<file path="src/rtl/core/stp_pkg.sv">
// ----------------------------------------------------------------------------
// stp_pkg
// shared types and constants for the software timer pool
// ----------------------------------------------------------------------------
package stp_pkg;

    localparam int DEF_TIMER_SLOTS = 8;
    localparam int RESULT_CAP      = 8;
    localparam int COUNT_W         = 16;
    localparam int CODE_W          = 8;
    localparam int VALUE_W         = 8;
    localparam int NREP_W          = $clog2(RESULT_CAP + 1);

    localparam logic FUNC_TICK  = 1'b0;
    localparam logic FUNC_START = 1'b1;

    typedef struct packed {
        logic [COUNT_W-1:0] count;
        logic [CODE_W-1:0]  code;
        logic [VALUE_W-1:0] value;
    } t_slot;

    // operation seen by the head processor
    typedef struct packed {
        logic               func;
        logic               placed;
        logic [COUNT_W-1:0] interval;
        logic [CODE_W-1:0]  code;
        logic [VALUE_W-1:0] value;
    } t_op;

    // head processor result
    typedef struct packed {
        t_slot slot;
        logic  expire;
        logic  take;
    } t_head_res;

endpackage

</file>
<file path="src/rtl/core/stp_cell.sv">
// ----------------------------------------------------------------------------
// stp_cell
// one timer slot of the ring, loads from its neighbor on each shift
// ----------------------------------------------------------------------------
module stp_cell
    import stp_pkg::*;
(
    input  logic  i_clk,
    input  logic  i_rst_n,
    input  logic  i_shift,
    input  t_slot i_slot,
    output t_slot o_slot
);

    logic [COUNT_W-1:0] r_count;
    logic [CODE_W-1:0]  r_code;
    logic [VALUE_W-1:0] r_value;

    // count is control state: zero means free
    always_ff @(posedge i_clk) begin
        if (!i_rst_n) begin
            r_count <= '0;
        end else if (i_shift) begin
            r_count <= i_slot.count;
        end
    end

    always_ff @(posedge i_clk) begin
        if (i_shift) begin
            r_code  <= i_slot.code;
            r_value <= i_slot.value;
        end
    end

    assign o_slot.count = r_count;
    assign o_slot.code  = r_code;
    assign o_slot.value = r_value;

endmodule

</file>
<file path="src/rtl/core/stp_proc.sv">
// ----------------------------------------------------------------------------
// stp_proc
// head-of-ring processing: count down on tick, claim a free slot on start
// ----------------------------------------------------------------------------
module stp_proc
    import stp_pkg::*;
(
    input  t_slot     i_slot,
    input  t_op       i_op,
    output t_head_res o_res
);

    logic busy;

    assign busy = (i_slot.count != '0);

    always_comb begin
        o_res        = '0;
        o_res.slot   = i_slot;
        o_res.expire = 1'b0;
        o_res.take   = 1'b0;
        if (i_op.func == FUNC_TICK) begin
            if (busy) begin
                o_res.slot.count = i_slot.count - COUNT_W'(1);
                o_res.expire     = (i_slot.count == COUNT_W'(1));
            end
        end else begin
            if (!i_op.placed && !busy && (i_op.interval != '0)) begin
                o_res.take       = 1'b1;
                o_res.slot.count = i_op.interval;
                o_res.slot.code  = i_op.code;
                o_res.slot.value = i_op.value;
            end
        end
    end

endmodule

</file>
<file path="src/rtl/core/software_timer_pool_unit.sv">
// operation: an item is taken in idle, then the ring scans every slot and a flush state follows
// a new item is accepted only back in idle, after the flush of the previous one
// the slot ring moves one slot past the head processor per cycle while it is not stalled
// a full output register stalls the ring when a new expiry must push the pending event on
// reset (synchronous, active low) frees every slot and empties the output register
// ----------------------------------------------------------------------------
// software_timer_pool_unit
// pool of one-shot countdown timers built as a rotating ring of slot cells
// ----------------------------------------------------------------------------
module software_timer_pool_unit
    import stp_pkg::*;
#(
    parameter int TIMER_SLOTS = DEF_TIMER_SLOTS
) (
    input  logic               i_clk,
    input  logic               i_rst_n,
    // input channel
    input  logic               i_in_valid,
    output logic               o_in_ready,
    input  logic               i_func,
    input  logic [COUNT_W-1:0] i_interval,
    input  logic [CODE_W-1:0]  i_code_to_send,
    input  logic [VALUE_W-1:0] i_value_to_send,
    // output channel
    output logic               o_out_valid,
    input  logic               i_out_ready,
    output logic [CODE_W-1:0]  o_fired_code,
    output logic [VALUE_W-1:0] o_fired_value,
    output logic               o_last_of_run
);

    localparam int STEP_W = (TIMER_SLOTS > 1) ? $clog2(TIMER_SLOTS) : 1;

    typedef enum logic [2:0] {
        S_IDLE  = 3'b001,
        S_SCAN  = 3'b010,
        S_FLUSH = 3'b100
    } t_state;

    t_state r_state, n_state;

    // current transaction
    t_op              r_op;
    logic [STEP_W-1:0] r_step;
    logic [NREP_W-1:0] r_nrep;

    // one expired event held back until we know whether it is the last one
    logic               r_pend_valid;
    logic [CODE_W-1:0]  r_pend_code;
    logic [VALUE_W-1:0] r_pend_value;

    // output register
    logic               r_out_valid;
    logic [CODE_W-1:0]  r_out_code;
    logic [VALUE_W-1:0] r_out_value;
    logic               r_out_last;

    // ring of cells, cell 0 is the head, the processed head goes in at the tail
    t_slot     slots [TIMER_SLOTS];
    t_head_res head_res;
    logic      shift;

    genvar g;
    generate
        for (g = 0; g < TIMER_SLOTS; g++) begin : g_cell
            t_slot cell_in;
            if (g == TIMER_SLOTS - 1) begin : g_tail
                assign cell_in = head_res.slot;
            end else begin : g_mid
                assign cell_in = slots[g+1];
            end
            stp_cell u_cell (
                .i_clk   (i_clk),
                .i_rst_n (i_rst_n),
                .i_shift (shift),
                .i_slot  (cell_in),
                .o_slot  (slots[g])
            );
        end
    endgenerate

    stp_proc u_proc (
        .i_slot (slots[0]),
        .i_op   (r_op),
        .o_res  (head_res)
    );

    // handshake helpers
    logic in_fire;
    logic out_free;
    logic report;
    logic push_mid;
    logic stall;
    logic last_step;
    logic flush_push;

    assign o_in_ready = (r_state == S_IDLE);
    assign in_fire    = i_in_valid && o_in_ready;
    assign out_free   = !r_out_valid || i_out_ready;

    // only the first RESULT_CAP expiries of a tick are reported
    assign report     = (r_state == S_SCAN) && head_res.expire
                        && (r_nrep < NREP_W'(RESULT_CAP));
    // a new report pushes the held one out, not marked last
    assign push_mid   = report && r_pend_valid;
    assign stall      = push_mid && !out_free;
    assign shift      = (r_state == S_SCAN) && !stall;
    assign last_step  = (r_step == STEP_W'(TIMER_SLOTS - 1));
    assign flush_push = (r_state == S_FLUSH) && r_pend_valid && out_free;

    // state machine
    always_comb begin
        n_state = r_state;
        unique case (r_state)
            S_IDLE: begin
                if (in_fire) begin
                    n_state = S_SCAN;
                end
            end
            S_SCAN: begin
                if (shift && last_step) begin
                    n_state = S_FLUSH;
                end
            end
            S_FLUSH: begin
                if (!r_pend_valid || out_free) begin
                    n_state = S_IDLE;
                end
            end
            default: n_state = S_IDLE;
        endcase
    end

    always_ff @(posedge i_clk) begin
        if (!i_rst_n) begin
            r_state <= S_IDLE;
        end else begin
            r_state <= n_state;
        end
    end

    // scan control and transaction payload
    always_ff @(posedge i_clk) begin
        if (!i_rst_n) begin
            r_op.placed  <= 1'b0;
            r_step       <= '0;
            r_nrep       <= '0;
            r_pend_valid <= 1'b0;
        end else begin
            if (in_fire) begin
                r_op.func     <= i_func;
                r_op.interval <= i_interval;
                r_op.code     <= i_code_to_send;
                r_op.value    <= i_value_to_send;
                r_op.placed   <= 1'b0;
                r_step        <= '0;
                r_nrep        <= '0;
                r_pend_valid  <= 1'b0;
            end else if (shift) begin
                r_step <= r_step + STEP_W'(1);
                if (head_res.take) begin
                    r_op.placed <= 1'b1;
                end
                if (report) begin
                    r_nrep       <= r_nrep + NREP_W'(1);
                    r_pend_valid <= 1'b1;
                end
            end else if (flush_push) begin
                r_pend_valid <= 1'b0;
            end
        end
    end

    // held event
    always_ff @(posedge i_clk) begin
        if (shift && report) begin
            r_pend_code  <= slots[0].code;
            r_pend_value <= slots[0].value;
        end
    end

    // output register
    always_ff @(posedge i_clk) begin
        if (!i_rst_n) begin
            r_out_valid <= 1'b0;
        end else if ((shift && push_mid) || flush_push) begin
            r_out_valid <= 1'b1;
        end else if (i_out_ready) begin
            r_out_valid <= 1'b0;
        end
    end

    always_ff @(posedge i_clk) begin
        if ((shift && push_mid) || flush_push) begin
            r_out_code  <= r_pend_code;
            r_out_value <= r_pend_value;
            r_out_last  <= flush_push;
        end
    end

    assign o_out_valid   = r_out_valid;
    assign o_fired_code  = r_out_code;
    assign o_fired_value = r_out_value;
    assign o_last_of_run = r_out_last;

endmodule

</file>
<file path="config.mk">
export PLATFORM = sky130hd
export DESIGN_NAME = software_timer_pool_unit
export DESIGN_NICKNAME = d
export VERILOG_FILES = /design/src/rtl/core/stp_pkg.sv /design/src/rtl/core/stp_cell.sv /design/src/rtl/core/stp_proc.sv /design/src/rtl/core/software_timer_pool_unit.sv
export SDC_FILE = /design/constraint.sdc
export NUM_CORES = 1
export LEC_CHECK = 0
export BUFFER_PORTS_ARGS = -buffer_cell sky130_fd_sc_hd__buf_2
export CORE_ASPECT_RATIO = 0.5
export CORE_MARGIN = 1.5
export CORE_UTILIZATION = 25
export DETAILED_ROUTE_END_ITERATION = 16
export HOLD_SLACK_MARGIN = 0.1
export SETUP_SLACK_MARGIN = 0.2
export SLEW_MARGIN = 25
export SYNTH_ARGS = -nofsm -noshare
export SYNTH_HDL_FRONTEND = slang
export SYNTH_SLANG_ARGS = --single-unit
export TNS_END_PERCENT = 20
</file>
<file path="constraint.sdc">
create_clock -name i_clk -period 5.1 [get_ports i_clk]
set_input_delay 0.255 -clock i_clk [delete_from_list [all_inputs] [get_ports i_clk]]
set_output_delay 0.255 -clock i_clk [all_outputs]
set_load 0.03 [all_outputs]
</file>
==> flow_metrics.py, run 1 <==
metrics = {
    "sta": {
        "finalSetupTns_ps": 0,
        "fin_crit_ps": 3660,
        "drv_slew": 0,
        "rsz0062_at_grt": "no",
        "min_period_over_period": 0.718,
        "tightest_slew_ps": 966,
        "setup_viol": 0,
        "max_slew_margin": 0.356,
        "max_clock_freq_mhz": 273,
        "finalHoldViolCount": 0,
        "fin_skew_ps": 26.2,
    },
    "placed_design": {
        "port_buffers": 55,
        "placed_cell_area_mm2": 0.0128,
        "place_hpwl_um": 12700,
        "gp_congestion": 0.852,
    },
    "grt": {
        "grt_max_degree": 171,
        "grt_pass1_wl_um": 33900,
        "antenna_found_initial": 0,
        "gr-usage-met2": 0.136,
        "grt_pass1_vias": 6405,
        "busiest_layer": "met2",
        "grtUsageTotal": 0.0848,
        "grt.overflow.total": 0,
        "grtUsageMet3": 0.0174,
        "grt_use_met1": 0.113,
    },
    "floorplan": {
        "die_x_um": 312,
        "boundaryPins": 56,
        "die_h_um": 158,
        "initial_core_util": 0.254,
        "core-area_mm2": 0.0470,
        "num_rows": 56,
        "die_area_mm2": 0.0492,
    },
    "hold_path": {
        "hp-class": "in -> reg",
    },
    "yosys": {
        "ys_warn_count": 0,
        "synth_area_mm2": 0.0120,
        "ys_ff_latch": 335,
        "syn_area_per_cell_um2": 13.1,
        "post_synth_num_cell_types": 54,
        "syn_nets": 954,
        "synth-edff-count": 194,
        "synth_cells": 911,
        "ys.flop_type": "edfxtp_1",
        "async_flop_share": 0,
        "synth_seq_area_share": 0.723,
    },
    "setup_path": {
        "worst_setup_path_start_kind": "flop",
        "crit_fanout": 77,
        "cp.required_ps": 5580,
        "arrival_ps": 4140,
        "endpoint_kind": "flop",
        "worst-setup-path-type": "reg -> reg",
    },
    "clock_network": {
        "cts.sinks": 335,
        "clkTransAtPathRegs_ps": 70,
        "clock_latency_ps": 560,
        "clockRootBuffer": "clkbuf_16",
        "cts_tree": "built",
        "clk_path_buf_depth": 3,
        "h-tree-depth": 1,
        "cts_buffers": 31,
    },
    "cells_and_area": {
        "antenna_cells": 0,
        "final_area_mm2": 0.0141,
        "syn_to_final_growth_pct": 18.3,
        "fin_nets": 1032,
        "drive_gt1_frac": 0.119,
        "n_fill_cell": 4702,
    },
    "route": {
        "wirelength_um": 21100,
        "routed-via-count": 6771,
        "ant_nets": 0,
        "via_per_inst": 4.10,
        "drcViolationCount": 0,
        "wl_per_cell_um": 12.8,
        "drt_iter0_drc": 471,
        "dr.pass1.iters": 4,
    },
    "outcome": {
        "status": "finished clean",
    },
    "power": {
        "power_density_mw_per_mm2": 372,
        "p_leak_uw": 0.00457,
        "irDropWorstVdd_v": 0.000232,
    },
    "job": {
        "maxCapViolations": 0,
    },
}
[layout make-up]
cell class | instances | area, µm² | share of cell area
sequential | 335 | 8650 | 0.612
multi-input combinational | 517 | 3000 | 0.212
clock buffer | 44 | 835 | 0.0590
tap | 638 | 798 | 0.0565
timing repair buffer | 99 | 697 | 0.0493
clock inverter | 13 | 140 | 0.00991
inverter | 5 | 26.3 | 0.00186
[path summary, 6_finish.rpt]
check	from	endpoint	slack, ps	cells past startpoint
hold / removal	i_rst_n	r_state[0]$_SDFFE_PN1P_	290	3
hold reg to reg	g_cell[3].u_cell.r_value[2]$_DFFE_PP_	g_cell[2].u_cell.r_value[2]$_DFFE_PP_	410	0
setup / recovery	g_cell[0].u_cell.r_count[8]$_SDFFE_PN0P_	g_cell[6].u_cell.r_count[3]$_SDFFE_PN0P_	1440	7
setup reg to reg	g_cell[0].u_cell.r_count[8]$_SDFFE_PN0P_	g_cell[6].u_cell.r_count[3]$_SDFFE_PN0P_	1440	7
[synth_stat cells, drive strengths merged (3+ instances only)]
cell     number  area (µm²)
ha            6        75.1
nand2       245         920
nor2         11        41.3
a41oi         3        26.3
inv           5        18.8
nand2b        4        25.0
a21boi      114         856
edfxtp      194        5830
and2          3        18.8
clkbuf       23        86.3
nor2b         7        43.8
buf          31         208
a211o         9        78.8
nor4b         6        52.6
nand3         3        15.0
mux2         16         180
or4           5        41.3
or3           3        18.8
o21ai         5        25.0
nor3b         3        27.5
and3          3        18.8
dfxtp       141        2820
nor3         10        50.1
o2bb2ai       4        35.0
nor4          8        50.1
a21oi        11        55.1
a32o          8        80.1
[kinds of logic after synthesis]
logic type      count (synthesis)  synth area share
buf+inv                        59            0.0262
flops                         335             0.723
fa+ha+maj                       6           0.00628
compound gates                171             0.110
xor+xnor                        2           0.00147
mux                            18            0.0167
simple gates                  320             0.117
[sequential cells by signal, indices dropped and copies added (netlist names)]
name / cells
r_pend_value: 8
g_cell.u_cell.r_value: 64
o_out_valid: 1
g_cell.u_cell.r_code: 64
r_step: 3
r_pend_valid: 1
g_cell.u_cell.r_count: 128
r_state: 3
o_last_of_run: 1
o_fired_code: 8
r_pend_code: 8
o_fired_value: 8
r_nrep: 4
r_op: 34
[metal layers]
layer | part of all wire | up-vias
met2 | 0.45 | 85
met5 | 0 | -
met4 | 0.031 | 0
li1 | - | 3405
met3 | 0.034 | 45
met1 | 0.49 | 3236
[power by group]
part           total, µW  internal (µW)  switching, µW
logic                136           58.2           78.1
clock network       2230           1290            944
registers           2890           2880           13.4
total               5260           4220           1040
[metrics by stage]
step | total power, µW | hold WS [ps] | instances | setup WS (ps) | util
after floorplan | 3020 | 354 | 911 | 1120 | -
after global placement | 3070 | 401 | 1559 | 1540 | 0.273
after detailed placement | 3070 | 405 | 1559 | 1460 | 0.273
after CTS | 5340 | 255 | 1651 | 1440 | 0.301
after global routing | 5450 | 318 | 1651 | 1170 | 0.301
final | 5260 | 286 | 1651 | 1440 | 0.301
[critical path, cell delays in order (launching register included)]
cell and delay, ps:
dfxtp_1 400, or4_4 580, or4_1 640, o31ai_4 410, buf_4 680, buf_4 520
nand2_1 100, a21boi_0 190
[layout by cell type (no fill, tap or decap), drive strengths merged, types with 7 or more instances in the layout]
| master | count |
|---|---|
| nand2 | 245 |
| a21oi | 11 |
| dfxtp | 141 |
| inv | 7 |
| clkbuf | 44 |
| mux2 | 16 |
| a32o | 8 |
| nor2b | 7 |
| nor4 | 8 |
| a211o | 9 |
| nor3 | 10 |
| nor2 | 11 |
| edfxtp | 194 |
| a21boi | 114 |
| dlygate4sd3 | 35 |
| clkinv | 7 |
| buf | 64 |
[what timing repair did]
item / CTS / global route
hold buffers: 35 / 0
endpoints found under the hold margin: 36 / 0
buffers inserted: 0 / 0
endpoints found under the setup margin: 0 / 0
resized for setup: 0 / 0
Note: power is estimated with default switching activity, not from simulation.
==> run 2: changes to the inputs <==
==> constraint.sdc (replaced) <==
create_clock -name i_clk -period 3.43 [get_ports i_clk]
set_input_delay 0.1715 -clock i_clk [delete_from_list [all_inputs] [get_ports i_clk]]
set_output_delay 0.1715 -clock i_clk [all_outputs]
set_load 0.03 [all_outputs]
==> run 2 against run 1 <==
First-iteration DRC count increased by 32%. Hold slack got worse by 120 ps. Critical path depth unchanged. Core utilization increased by 0.41 points. Cell count increased by 0.42%. Largest power group unchanged. Die area unchanged. Power increased by 54%. Global-route usage increased by 0.15 points. Largest cell class unchanged. Fmax increased by 22%. Routed wire length increased by 2.8%. Count of clock-buffer cells in the layout decreased by 6. Combinational power increased by 53%.
==> flow_metrics.py, run 2 (synthesis results as in run 1) <==
metrics = {
    "outcome": {
        "status": "finished clean",
    },
    "placed_design": {
        "place_hpwl_um": 12800,
        "place_inst": 1565,
        "placed_cell_area_mm2": 0.0129,
        "pre_cts_slack_ps": 372,
        "port_buffers": 55,
        "gp_congestion": 0.838,
    },
    "grt": {
        "grt_pass1_wl_um": 34500,
        "antenna_found_initial": 0,
        "grt_pass1_vias": 6413,
        "grt_max_degree": 128,
        "grt.overflow.total": 0,
        "grtUsageTotal": 0.0863,
    },
    "cells_and_area": {
        "antenna_cells": 0,
        "top_regs": "g_cell.u_cell.r_count x128, g_cell.u_cell.r_code x64, g_cell.u_cell.r_value x64",
        "mostFrequentLayoutCell": "nand2_1",
        "layout_common_cells": "nand2_1, edfxtp_1, dfxtp_1, a21boi_0, buf_2",
        "fin_nets": 1038,
        "instances_no_fill": 1658,
        "largest_register_ffs": 128,
        "drive_gt1_frac": 0.134,
        "finalCoreUtilization": 0.305,
        "largest_register": "g_cell.u_cell.r_count",
        "final_area_mm2": 0.0143,
        "syn_to_final_growth_pct": 19.9,
    },
    "floorplan": {
        "num_rows": 56,
        "boundaryPins": 56,
        "initial_core_util": 0.254,
        "core-area_mm2": 0.0470,
        "die_x_um": 312,
        "die_area_mm2": 0.0492,
        "die_h_um": 158,
    },
    "sta": {
        "setup_viol": 0,
        "tightest_slew_ps": 891,
        "finalHoldViolCount": 0,
        "max_slew_margin": 0.406,
        "fin_skew_ps": 10.9,
        "worst_slack_ps": 435,
        "drv_slew": 0,
        "min_period_over_period": 0.873,
        "finalSetupTns_ps": 0,
        "max_clock_freq_mhz": 334,
        "rsz0062_at_grt": "no",
        "fin_crit_ps": 2990,
    },
    "clock_network": {
        "cts_resized": 0,
        "clockRootBuffer": "clkbuf_16",
        "cts_buffers": 31,
        "h-tree-depth": 1,
        "post_cts_buffers": 0,
        "clkTransAtPathRegs_ps": 60,
        "clk_path_buf_depth": 3,
        "cts.sinks": 335,
        "cts_tree": "built",
        "clock_latency_ps": 560,
    },
    "job": {
        "maxCapViolations": 0,
    },
    "setup_path": {
        "r2r_slack_ps": 440,
        "crit_chain": "or4_4 -> or4_1 -> o31ai_4 -> inv_8 -> buf_12 -> o21ai_0 -> a21oi_1",
        "r2r-end": "g_cell[7].u_cell.r_count[0]$_SDFFE_PN0P_",
        "crit_fanout": 115,
        "endpoint_kind": "flop",
        "r2r_start": "g_cell[0].u_cell.r_count[8]$_SDFFE_PN0P_",
        "worst-setup-path-type": "reg -> reg",
        "cp.required_ps": 3850,
        "critPathSlowestCell": "or4_1",
        "critical_path.max_stage_delay_ps": 650,
        "rr_worst_depth": 7,
        "worst_setup_path_start_kind": "flop",
        "arrival_ps": 3410,
    },
    "power": {
        "p_sw_frac": 0.196,
        "irDropWorstVdd_v": 0.000357,
        "p_leak_uw": 0.00466,
        "seqPwrFrac": 0.532,
        "p_int_uw": 6500,
        "power_density_mw_per_mm2": 564,
        "combPwrFrac": 0.026,
        "p_clk_frac": 0.443,
        "power_switching_uw": 1590,
    },
    "route": {
        "drcViolationCount": 0,
        "wirelength_um": 21700,
        "dr.pass1.iters": 5,
        "drt_iter0_drc": 622,
        "routed-via-count": 6841,
        "wl_per_cell_um": 13.1,
        "ant_nets": 0,
        "via_per_inst": 4.13,
    },
    "hold_path": {
        "hp-start": "i_rst_n",
        "holdPathStages": 3,
        "hp-class": "in -> reg",
        "holdPathEnd": "r_state[0]$_SDFFE_PN1P_",
    },
}
run 2: cell types whose count changed in the layout (fill, tap and decap cells not counted), sizes merged:
cell      previous run  this run
buf                 64        70
clkbuf              44        38
bufinv               3         6
clkinv               7         9
clkinvlp             1         3
run 2: stage by stage:
stage	total power [µW]	hold WS, ps
6_report	8090	170
3_3_place_gp	4570	350
3_5_place_dp	4570	350
2_1_floorplan	4500	270
4_1_cts	8190	153
5_1_grt	8360	178
run 2: final cells by class:
cell class	instances	area [µm²]
Timing Repair Buffer	105	788
Inverter	5	26.3
Sequential cell	335	8650
Tap cell	638	798
Fill cell	4693	32700
Clock buffer	38	812
Multi-Input combinational cell	517	3000
Clock inverter	20	255
run 2: how the worst max path moves through the flow:
| stage | startpoint | to | slack, ps | cells past startpoint |
|---|---|---|---|---|
| global route | g_cell[0].u_cell.r_count[8]$_SDFFE_PN0P_ | g_cell[7].u_cell.r_count[0]$_SDFFE_PN0P_ | 240 | 7 |
| CTS | g_cell[0].u_cell.r_count[8]$_SDFFE_PN0P_ | g_cell[7].u_cell.r_count[0]$_SDFFE_PN0P_ | 360 | 7 |
| detailed placement | g_cell[0].u_cell.r_count[8]$_SDFFE_PN0P_ | g_cell[7].u_cell.r_count[0]$_SDFFE_PN0P_ | 370 | 7 |
| global placement | g_cell[0].u_cell.r_count[8]$_SDFFE_PN0P_ | g_cell[7].u_cell.r_count[0]$_SDFFE_PN0P_ | 400 | 7 |
| finish | g_cell[0].u_cell.r_count[8]$_SDFFE_PN0P_ | g_cell[7].u_cell.r_count[0]$_SDFFE_PN0P_ | 440 | 7 |
| floorplan | g_cell[0].u_cell.r_count[8]$_SDFFE_PN0P_ | o_fired_code[0]$_DFFE_PP_ | 480 | 7 |
run 2: power by group through the flow:
stage / clock, µW / combinational (µW) / sequential, µW
2_1_floorplan: 0 / 119 / 4380
3_3_place_gp: 0 / 179 / 4390
3_5_place_dp: 0 / 178 / 4390
4_1_cts: 3670 / 211 / 4300
5_1_grt: 3830 / 226 / 4300
6_report: 3580 / 208 / 4300
run 2: metal layers:
layer	global-route usage	share of wire
met1	0.118	0.48
met2	0.138	0.45
met3	0.0159	0.034
met4	0.0310	0.029
met5	0	0
run 2: repair_timing:
action,in CTS,in global routing
endpoints found under the setup margin,0,1
hold buffers,35,0
hold endpoints to repair,38,0
run 2: worst max-delay path, delay by kind of cell (launching register included):
kind                   cells  cell delay, ps
DFF                        1             400
and+or+nand+nor            2            1220
AOI/OAI and AO/OA          3             770
buffers and inverters      2             370
